<file path="config.mk">
export PLATFORM = sky130hd
export DESIGN_NAME = circuit_id_slot_table
export DESIGN_NICKNAME = d
export VERILOG_FILES = /design/src/hw/rtl/cst_pkg.sv /design/src/hw/rtl/cst_cell.sv /design/src/hw/rtl/circuit_id_slot_table.sv
export SDC_FILE = /design/constraint.sdc
export NUM_CORES = 2
export LEC_CHECK = 0
export BUFFER_PORTS_ARGS = -buffer_cell sky130_fd_sc_hd__buf_2
export CAP_MARGIN = 20
export CORE_MARGIN = 1.5
export CORE_UTILIZATION = 56
export CTS_CLUSTER_SIZE = 12
export DETAILED_ROUTE_END_ITERATION = 12
export GPL_ROUTABILITY_DRIVEN = 0
export PLACE_DENSITY = 0.72
export SLEW_MARGIN = 20
export SYNTH_ARGS = -nofsm -noshare
export SYNTH_HDL_FRONTEND = slang
export SYNTH_HIERARCHICAL = 1
export SYNTH_SLANG_ARGS = --single-unit
</file>
<file path="constraint.sdc">
create_clock -name clk -period 12 [get_ports clk]
set_input_delay 2.4 -clock clk [delete_from_list [all_inputs] [get_ports clk]]
set_output_delay 2.4 -clock clk [all_outputs]
set_load 0.02 [all_outputs]
</file>
<file path="src/hw/rtl/cst_pkg.sv">
// ----------------------------------------------------------------------------
// cst_pkg: shared types and constants of the circuit slot table
// Command codes, controller states, the request token that walks the slot
// chain, and default sizes.
// ----------------------------------------------------------------------------
package cst_pkg;

  localparam int CMD_W     = 2;
  localparam int ID_W      = 64;
  localparam int DEF_SLOTS = 16;

  // id 0 is reserved, so the generator starts one above it
  localparam logic [ID_W-1:0] ID_FIRST = 64'd1;

  typedef enum logic [CMD_W-1:0] {
    CMD_ALLOC  = 2'd0,
    CMD_LOOKUP = 2'd1,
    CMD_FREE   = 2'd2,
    CMD_COUNT  = 2'd3
  } cst_cmd_t;

  typedef enum logic [1:0] {
    ST_IDLE,
    ST_RUN,
    ST_HOLD
  } cst_state_t;

  // control part of the request as it passes from cell to cell
  typedef struct packed {
    logic     vld;
    cst_cmd_t cmd;
    logic     found;
  } cst_tok_t;

endpackage

</file>
<file path="src/hw/rtl/cst_cell.sv">
// ----------------------------------------------------------------------------
// cst_cell: one slot of the circuit slot table
// Holds a valid mark and an id. Claims the request passing through if it is
// the first slot to qualify, applies the command, and hands the request on.
// ----------------------------------------------------------------------------
module cst_cell #(
  parameter int IDX_W    = 4,
  parameter int CELL_IDX = 0
) (
  input  logic                      clk,
  input  logic                      rst_n,
  input  cst_pkg::cst_tok_t         tok_in,
  input  logic [cst_pkg::ID_W-1:0]  key_in,
  input  logic [IDX_W-1:0]          idx_in,
  output cst_pkg::cst_tok_t         tok_out,
  output logic [cst_pkg::ID_W-1:0]  key_out,
  output logic [IDX_W-1:0]          idx_out
);

  localparam logic [IDX_W-1:0] MY_IDX = IDX_W'(CELL_IDX);

  logic                     valid_r, valid_nxt;
  logic [cst_pkg::ID_W-1:0] id_r, id_nxt;
  cst_pkg::cst_tok_t        tok_r, tok_nxt;
  logic [cst_pkg::ID_W-1:0] key_r;
  logic [IDX_W-1:0]         idx_r, idx_nxt;
  logic                     qualify;
  logic                     hit;

  always_comb begin
    unique case (tok_in.cmd)
      cst_pkg::CMD_ALLOC:  qualify = !valid_r;
      cst_pkg::CMD_LOOKUP: qualify = valid_r && (id_r == key_in);
      cst_pkg::CMD_FREE:   qualify = valid_r && (id_r == key_in);
      default:             qualify = 1'b0;
    endcase
    hit = tok_in.vld && !tok_in.found && qualify;
  end

  always_comb begin
    valid_nxt = valid_r;
    id_nxt    = id_r;
    if (hit && tok_in.cmd == cst_pkg::CMD_ALLOC) begin
      // for allocate the key lane carries the freshly generated id
      valid_nxt = 1'b1;
      id_nxt    = key_in;
    end else if (hit && tok_in.cmd == cst_pkg::CMD_FREE) begin
      valid_nxt = 1'b0;
      id_nxt    = '0;
    end
    tok_nxt       = tok_in;
    tok_nxt.found = tok_in.found || hit;
    idx_nxt       = hit ? MY_IDX : idx_in;
  end

  always_ff @(posedge clk) begin
    if (!rst_n) begin
      valid_r     <= 1'b0;
      tok_r       <= '0;
    end else begin
      valid_r     <= valid_nxt;
      tok_r       <= tok_nxt;
    end
  end

  always_ff @(posedge clk) begin
    id_r        <= id_nxt;
    key_r       <= key_in;
    idx_r       <= idx_nxt;
  end

  assign tok_out = tok_r;
  assign key_out = key_r;
  assign idx_out = idx_r;

endmodule

</file>
<file path="src/hw/rtl/circuit_id_slot_table.sv">
// ----------------------------------------------------------------------------
// circuit_id_slot_table: slot allocator with lookup by circuit id
// A row of slot cells; each request walks the row one cell per cycle, the
// lowest qualifying slot claims it, and the tail result updates the
// occupancy count and the id generator.
// ----------------------------------------------------------------------------
//  channel | direction | contents
//  in_     | slave     | tdata: cmd, circuit_id
//  out_    | master    | tdata: success, slot_index, assigned_id, used_count
//
//  An accepted request is registered into cell 0, then into each later cell in
//  turn, and the tail result is then registered into the result register.
//  A new request is taken when the result register is empty or being drained
//  in the same cycle, so no new request is taken while one walks the row.
//  Reset clears all slots, the count, and sets the generator to 1.
//  An unaccepted result holds; the row holds a valid token only while a request walks.
// ----------------------------------------------------------------------------
module circuit_id_slot_table #(
  parameter int SLOTS = cst_pkg::DEF_SLOTS,
  localparam int IDX_W    = (SLOTS > 1) ? $clog2(SLOTS) : 1,
  localparam int CNT_W    = $clog2(SLOTS + 1),
  localparam int IN_BITS  = cst_pkg::CMD_W + cst_pkg::ID_W,
  localparam int IN_W     = ((IN_BITS + 7) / 8) * 8,
  localparam int OUT_BITS = 1 + IDX_W + cst_pkg::ID_W + CNT_W,
  localparam int OUT_W    = ((OUT_BITS + 7) / 8) * 8
) (
  input  logic             clk,
  input  logic             rst_n,
  input  logic             in_tvalid,
  output logic             in_tready,
  input  logic [IN_W-1:0]  in_tdata,   // cmd, circuit_id
  output logic             out_tvalid,
  input  logic             out_tready,
  output logic [OUT_W-1:0] out_tdata   // success, slot_index, assigned_id, used_count
);

  cst_pkg::cst_state_t       state_r, state_nxt;
  logic [cst_pkg::ID_W-1:0]  next_id_r, next_id_nxt;
  logic [CNT_W-1:0]          cnt_r, cnt_nxt;
  logic                      succ_r, succ_nxt;
  logic [IDX_W-1:0]          sidx_r, sidx_nxt;
  logic [cst_pkg::ID_W-1:0]  held_r, held_nxt;

  cst_pkg::cst_tok_t         tok   [0:SLOTS];
  logic [cst_pkg::ID_W-1:0]  key   [0:SLOTS];
  logic [IDX_W-1:0]          idx   [0:SLOTS];

  logic                      in_acc;
  logic                      tail_vld;
  cst_pkg::cst_cmd_t         in_cmd;
  logic [cst_pkg::ID_W-1:0]  in_id;

  assign in_cmd   = cst_pkg::cst_cmd_t'(in_tdata[cst_pkg::CMD_W-1:0]);
  assign in_id    = in_tdata[cst_pkg::CMD_W +: cst_pkg::ID_W];
  assign in_acc   = in_tvalid && in_tready;
  assign tail_vld = tok[SLOTS].vld;

  // inject the request at the head of the row
  assign tok[0] = '{vld: in_acc, cmd: in_cmd, found: 1'b0};
  assign key[0] = (in_cmd == cst_pkg::CMD_ALLOC) ? next_id_r : in_id;
  assign idx[0] = '0;

  for (genvar g = 0; g < SLOTS; g++) begin : g_cell
    cst_cell #(
      .IDX_W   (IDX_W),
      .CELL_IDX(g)
    ) u_cell (
      .clk    (clk),
      .rst_n  (rst_n),
      .tok_in (tok[g]),
      .key_in (key[g]),
      .idx_in (idx[g]),
      .tok_out(tok[g+1]),
      .key_out(key[g+1]),
      .idx_out(idx[g+1])
    );
  end

  // next state
  always_comb begin
    state_nxt = state_r;
    unique case (state_r)
      cst_pkg::ST_IDLE: if (in_acc) state_nxt = cst_pkg::ST_RUN;
      cst_pkg::ST_RUN:  if (tail_vld) state_nxt = cst_pkg::ST_HOLD;
      cst_pkg::ST_HOLD: begin
        if (in_acc) state_nxt = cst_pkg::ST_RUN;
        else if (out_tready) state_nxt = cst_pkg::ST_IDLE;
      end
      default:          state_nxt = cst_pkg::ST_IDLE;
    endcase
  end

  // outputs of the controller
  always_comb begin
    in_tready  = (state_r == cst_pkg::ST_IDLE) ||
                 ((state_r == cst_pkg::ST_HOLD) && out_tready);
    out_tvalid = (state_r == cst_pkg::ST_HOLD);
  end

  // retire the request leaving the tail
  always_comb begin
    next_id_nxt = next_id_r;
    cnt_nxt     = cnt_r;
    succ_nxt    = succ_r;
    sidx_nxt    = sidx_r;
    held_nxt    = held_r;
    if (tail_vld) begin
      succ_nxt = tok[SLOTS].found;
      sidx_nxt = tok[SLOTS].found ? idx[SLOTS] : '0;
      held_nxt = tok[SLOTS].found ? key[SLOTS] : '0;
      if (tok[SLOTS].found && tok[SLOTS].cmd == cst_pkg::CMD_ALLOC) begin
        next_id_nxt = next_id_r + 64'd1;
        cnt_nxt     = cnt_r + CNT_W'(1);
      end else if (tok[SLOTS].found && tok[SLOTS].cmd == cst_pkg::CMD_FREE) begin
        cnt_nxt     = cnt_r - CNT_W'(1);
      end
    end
  end

  always_ff @(posedge clk) begin
    if (!rst_n) begin
      state_r   <= cst_pkg::ST_IDLE;
      next_id_r <= cst_pkg::ID_FIRST;
      cnt_r     <= '0;
    end else begin
      state_r   <= state_nxt;
      next_id_r <= next_id_nxt;
      cnt_r     <= cnt_nxt;
    end
  end

  always_ff @(posedge clk) begin
    succ_r <= succ_nxt;
    sidx_r <= sidx_nxt;
    held_r <= held_nxt;
  end

  assign out_tdata = OUT_W'({cnt_r, held_r, sidx_r, succ_r});

endmodule
</file>
# == After elaboration in Yosys (flattened, before gate mapping) ==
# Cells that the tools add are included.
# totals
register_bits,2328
input_bits,76
out_inout_bits,82
elab_cells,447
# op_classes
n_addsub,3
eq_ne,54
mux,89
n_reduce_logical,184
# op_table
op,count
$mux 64,33
$eq 64x64->1,16
$logic_and 1x1->1,83
$add 64x1->64 const B,1
$eq 2x2->1 const B,18
$logic_not 2->1,18
$eq 2x1->1 const B,17
$reduce_bool 2->1,17
$mux 1,33
$pmux 1 s2,16
$reduce_or 2->1,16
$logic_not 1->1,31
$logic_or 1x1->1,16
$mux 5,2
$mux 2,4
$pmux 2 s3,1
$add 5x1->5 const B,1
$sub 5x1->5 const B,1
$reduce_and 2->1,2
$ne 3x1->1 const B,1
$reduce_and 3->1,1
$ne 2x1->1 const B,1
$ne 2x2->1 const B,1

# == Depth between registers and ports, before layout ==
# depth
depth_word,9
depth_mapped,10

# == Cells and area by module ==
# Netlist, hierarchy kept.
# by_module_without_submodules
module,n_inst,cells_each,area_per_inst_um2,seq_area_each_um2
cst_cell (g_cell[10].u_cell ...),6,333,4798.4,3383.2
cst_cell (g_cell[11].u_cell ...),5,361,4962.3,3383.2
cst_cell (g_cell[1].u_cell ...),4,359,4958.5,3383.2
circuit_id_slot_table,1,640,6766.5,3493.4
cst_cell (g_cell[0].u_cell),1,360,4933.5,3383.2

# == Worst setup path before layout ==
# No wires, ideal clock.
# synth_timing
path_kind,input -> register
startpoint,input port in_tdata[1]
endpoint,"register g_cell[0].u_cell/id_r[0] (netlist bit), enable pin"
setup_ps,424
t_arrival_ps,6069
required_time_ps,11576
slack_ps,5507
path_stages,9
n_path_buf,1
path_cell_list,nor2_1 clkbuf_1 mux2_2 xor2_1 nor4_1 nand4_1 nor4_1 o2111ai_1 nand2_1
# synth_rtl
element,line_no,source
"start, declared",circuit_id_slot_table.sv:31,"input logic [IN_W-1:0] in_tdata,"
"end signal, assigned",cst_cell.sv:67,id_r <= id_nxt;
"end, declared",cst_cell.sv:23,"logic [cst_pkg::ID_W-1:0] id_r, id_nxt;"

==> flow_metrics.py <==
metrics = {
    "outcome": {
        "status": "complete, no violations",
    },
    "drt": {
        "drt_drc_violations_left": 0,
        "drt-total-wl_mm": 160,
        "num_vias": 45747,
        "wl_per_cell_um": 18.3,
        "vias_per_cell": 5.23,
        "drt_iter0_markers": 2457,
        "first_pass_iters": 5,
        "ant_nets": 0,
    },
    "logic_synthesis": {
        "syn_inst": 6239,
        "ys_seq_elements": 2332,
        "synth_area_per_cell_um2": 13.6,
        "yosysTopAreaCell": "edfxtp_1",
        "synth_warnings": 6,
        "synth_cell_type_count": 57,
        "synth_most_common_cell": "dfxtp_1",
        "synth_async_sr_flop_share": 0,
        "synth_ff_type": "dfxtp_1",
        "synth_common_cells": "dfxtp_1, and2_1, edfxtp_1",
        "netlist_area_um2": 85100,
        "yosys.area.top_type_share": 0.386,
        "synth_area_leaders": "edfxtp_1, dfxtp_1, and2_1, xor2_1, xnor2_1",
        "ys_seq_area_frac": 0.677,
        "synth_edf_count": 1093,
    },
    "timing": {
        "max_freq_mhz": 162,
        "hold_viol_final": 0,
        "holdWs_ps": 325,
        "timing.final.crit_share": 0.514,
        "worst_clock_skew_ps": 72.5,
        "drv_slew": 0,
        "rsz0062_at_grt": "no",
        "tightest_slew_ps": 1010,
        "fin_crit_ps": 6170,
        "max_slew_margin": 0.318,
        "finalWorstSetupSlack_ps": 5830,
        "setup_viol": 0,
        "tns_ps": 0,
    },
    "global_route": {
        "antenna_found_initial": 0,
        "grt_pass1_vias": 46342,
        "grt_max_degree": 82,
        "grt_pass1_wl_mm": 252,
        "track_usage": 0.210,
        "gr-total-overflow": 0,
    },
    "place": {
        "dp.cells": 8316,
        "hpwlAfterDp_mm": 117,
        "dpl_cell_area_um2": 87600,
        "dp_slack_ps": 5140,
        "port-buffer-count": 145,
    },
    "critical_path": {
        "critPathCaptureType": "flop",
        "worstSetupPathType": "in -> reg",
        "reg2regPathDepth": 7,
        "critPathBufInv": 3,
        "r2r-start": "g_cell[4].u_cell/id_r[0]",
        "critPathTopFamily": "simple AND/OR/NAND/NOR gates",
        "critPathMaxFanout": 64,
        "slowest_stage": "buf_4",
        "crit_arrival_ps": 6640,
        "cp-start-kind": "primary input",
        "crit_chain": "buf_2 > nor2_4 > buf_4 > mux2_2 > xor2_1 > nor4_1 > nand4_1 > nor4_1 > o2111ai_1 > nand2_2 > buf_4",
        "required_ps": 12470,
        "r2r_end": "g_cell[4].u_cell/id_r[15]",
        "cpPeakStageDelay_ps": 680,
        "reg2reg_slack_ps": 7950,
    },
    "floorplanning": {
        "initial_utilization": 0.566,
        "fp-row-count": 142,
        "die_y_um": 393,
        "coreArea_um2": 150000,
        "die_x_um": 393,
        "dieArea_um2": 154000,
        "ioPinCount": 158,
    },
    "cts": {
        "cts.sinks": 2332,
        "clkSlewWorstSetupHoldPaths_ps": 60,
        "cts_tree": "built",
        "clk_latency_ps": 860,
        "htreeDepth": 4,
        "cts_buffers": 223,
        "ctsResizeCount": 0,
        "clockBufferDepth": 3,
        "post_cts_buffers": 0,
        "cts-root-buf": "clkbuf_16",
        "ctsHoldBuffers": 0,
    },
    "finish": {
        "area_delta_synth_final_pct": 11.2,
        "drive_above_1_share": 0.0892,
        "multi_input_area_um2": 25800,
        "layout.nets": 6662,
        "utilization": 0.630,
        "num-fill-cells": 11110,
        "fin_area_um2": 94700,
        "seq_area_um2": 57600,
        "final_cells": 8746,
    },
    "pwr": {
        "powerDensity_nw_per_um2": 167,
        "power.leakage_nw": 37.3,
        "ir_drop_mv": 0.142,
        "finalPower_mw": 15.8,
    },
    "flow_run": {
        "drv_cap": 0,
    },
    "hold_path": {
        "min_delay_worst_endpoint": "g_cell[12].u_cell/key_out[17]",
        "min-delay-start": "g_cell[11].u_cell/key_out[17]",
        "worst_hold_path_type": "reg -> reg",
        "holdPathStages": 0,
    },
}
cell usage in the layout (no fill, tap or decap), drive strengths merged, types with 32 or more instances in the layout:
| cell | count |
|---|---|
| nand3 | 75 |
| o2111ai | 32 |
| nand2b | 48 |
| nand2 | 86 |
| edfxtp | 1093 |
| nand4 | 160 |
| xor2 | 617 |
| dfxtp | 1239 |
| xnor2 | 265 |
| ha | 53 |
| mux2 | 64 |
| nor4 | 303 |
| buf | 185 |
| o22ai | 32 |
| nor2b | 153 |
| clkbuf | 393 |
| nor2 | 118 |
| inv | 162 |
| or3 | 39 |
| nor3 | 48 |
| a21oi | 42 |
| and2 | 1179 |
| o21ai | 72 |
per-layer routing:
| layer | vias to the layer above | part of all wire | global-route usage |
|---|---|---|---|
| li1 | 22349 | - | - |
| met1 | 22218 | 0.40 | 0.241 |
| met2 | 895 | 0.53 | 0.388 |
| met3 | 285 | 0.036 | 0.0321 |
| met4 | 0 | 0.034 | 0.0823 |
| met5 | - | 0 | 0 |
area by class of cell:
cell class | instances | area share
Clock buffer | 393 | 0.0681
Multi-Input combinational cell | 3630 | 0.273
Tap cell | 2016 | 0.0266
Inverter | 160 | 0.00634
Antenna cell | 1 | 0.0000264
Timing Repair Buffer | 185 | 0.0124
Sequential cell | 2332 | 0.609
Clock inverter | 29 | 0.00526
where the power goes:
part	total, mW	leakage [nW]	switching [mW]	internal (mW)
Sequential	8.79	22.3	0.241	8.55
Clock	6.54	3.30	2.87	3.67
Combinational	0.444	11.7	0.242	0.202
Total	15.8	37.3	3.35	12.4
state kept, by name, summed over array words and instances, names as in the netlist, 2 cells and up:
signal,cells
g_cell.u_cell/id_r,1024
next_id_r,64
sidx_r,4
state_r,2
g_cell.u_cell/key_out,1024
g_cell.u_cell/tok_out,64
g_cell.u_cell/idx_out,64
cnt_r,5
g_cell.u_cell/valid_r,16
held_r,64
cells by family after synthesis:
| group | share of synthesized area |
|---|---|
| AO/OA/AOI/OAI | 0.0307 |
| XOR/XNOR | 0.0907 |
| adder cells (fa/ha/maj) | 0.00802 |
| buffers and inverters | 0.0215 |
| flip-flops | 0.677 |
| multiplexers | 0.00847 |
| other | 0.0000440 |
| AND/OR/NAND/NOR | 0.164 |
worst reg2reg max path, delay by kind of cell (launching register included):
family          cells  cell delay (ps)
flops               1              390
buf+inv             1              610
xor+xnor            1              180
simple gates        4             2150
compound gates      1              280
worst max-delay path by stage:
stage                                     end   startpoint  cells after the start  slack (ps)
floorplan            g_cell[0].u_cell/id_r[0]  in_tdata[1]                      9        5510
global placement    g_cell[0].u_cell/id_r[61]  in_tdata[1]                     11        5090
detailed placement  g_cell[0].u_cell/id_r[54]  in_tdata[1]                     11        5140
CTS                 g_cell[0].u_cell/id_r[35]  in_tdata[1]                     11        6030
global route        g_cell[0].u_cell/id_r[29]  in_tdata[1]                     11        5710
finish               g_cell[0].u_cell/id_r[4]  in_tdata[1]                     11        5830
(Power assumes the default switching activity.)
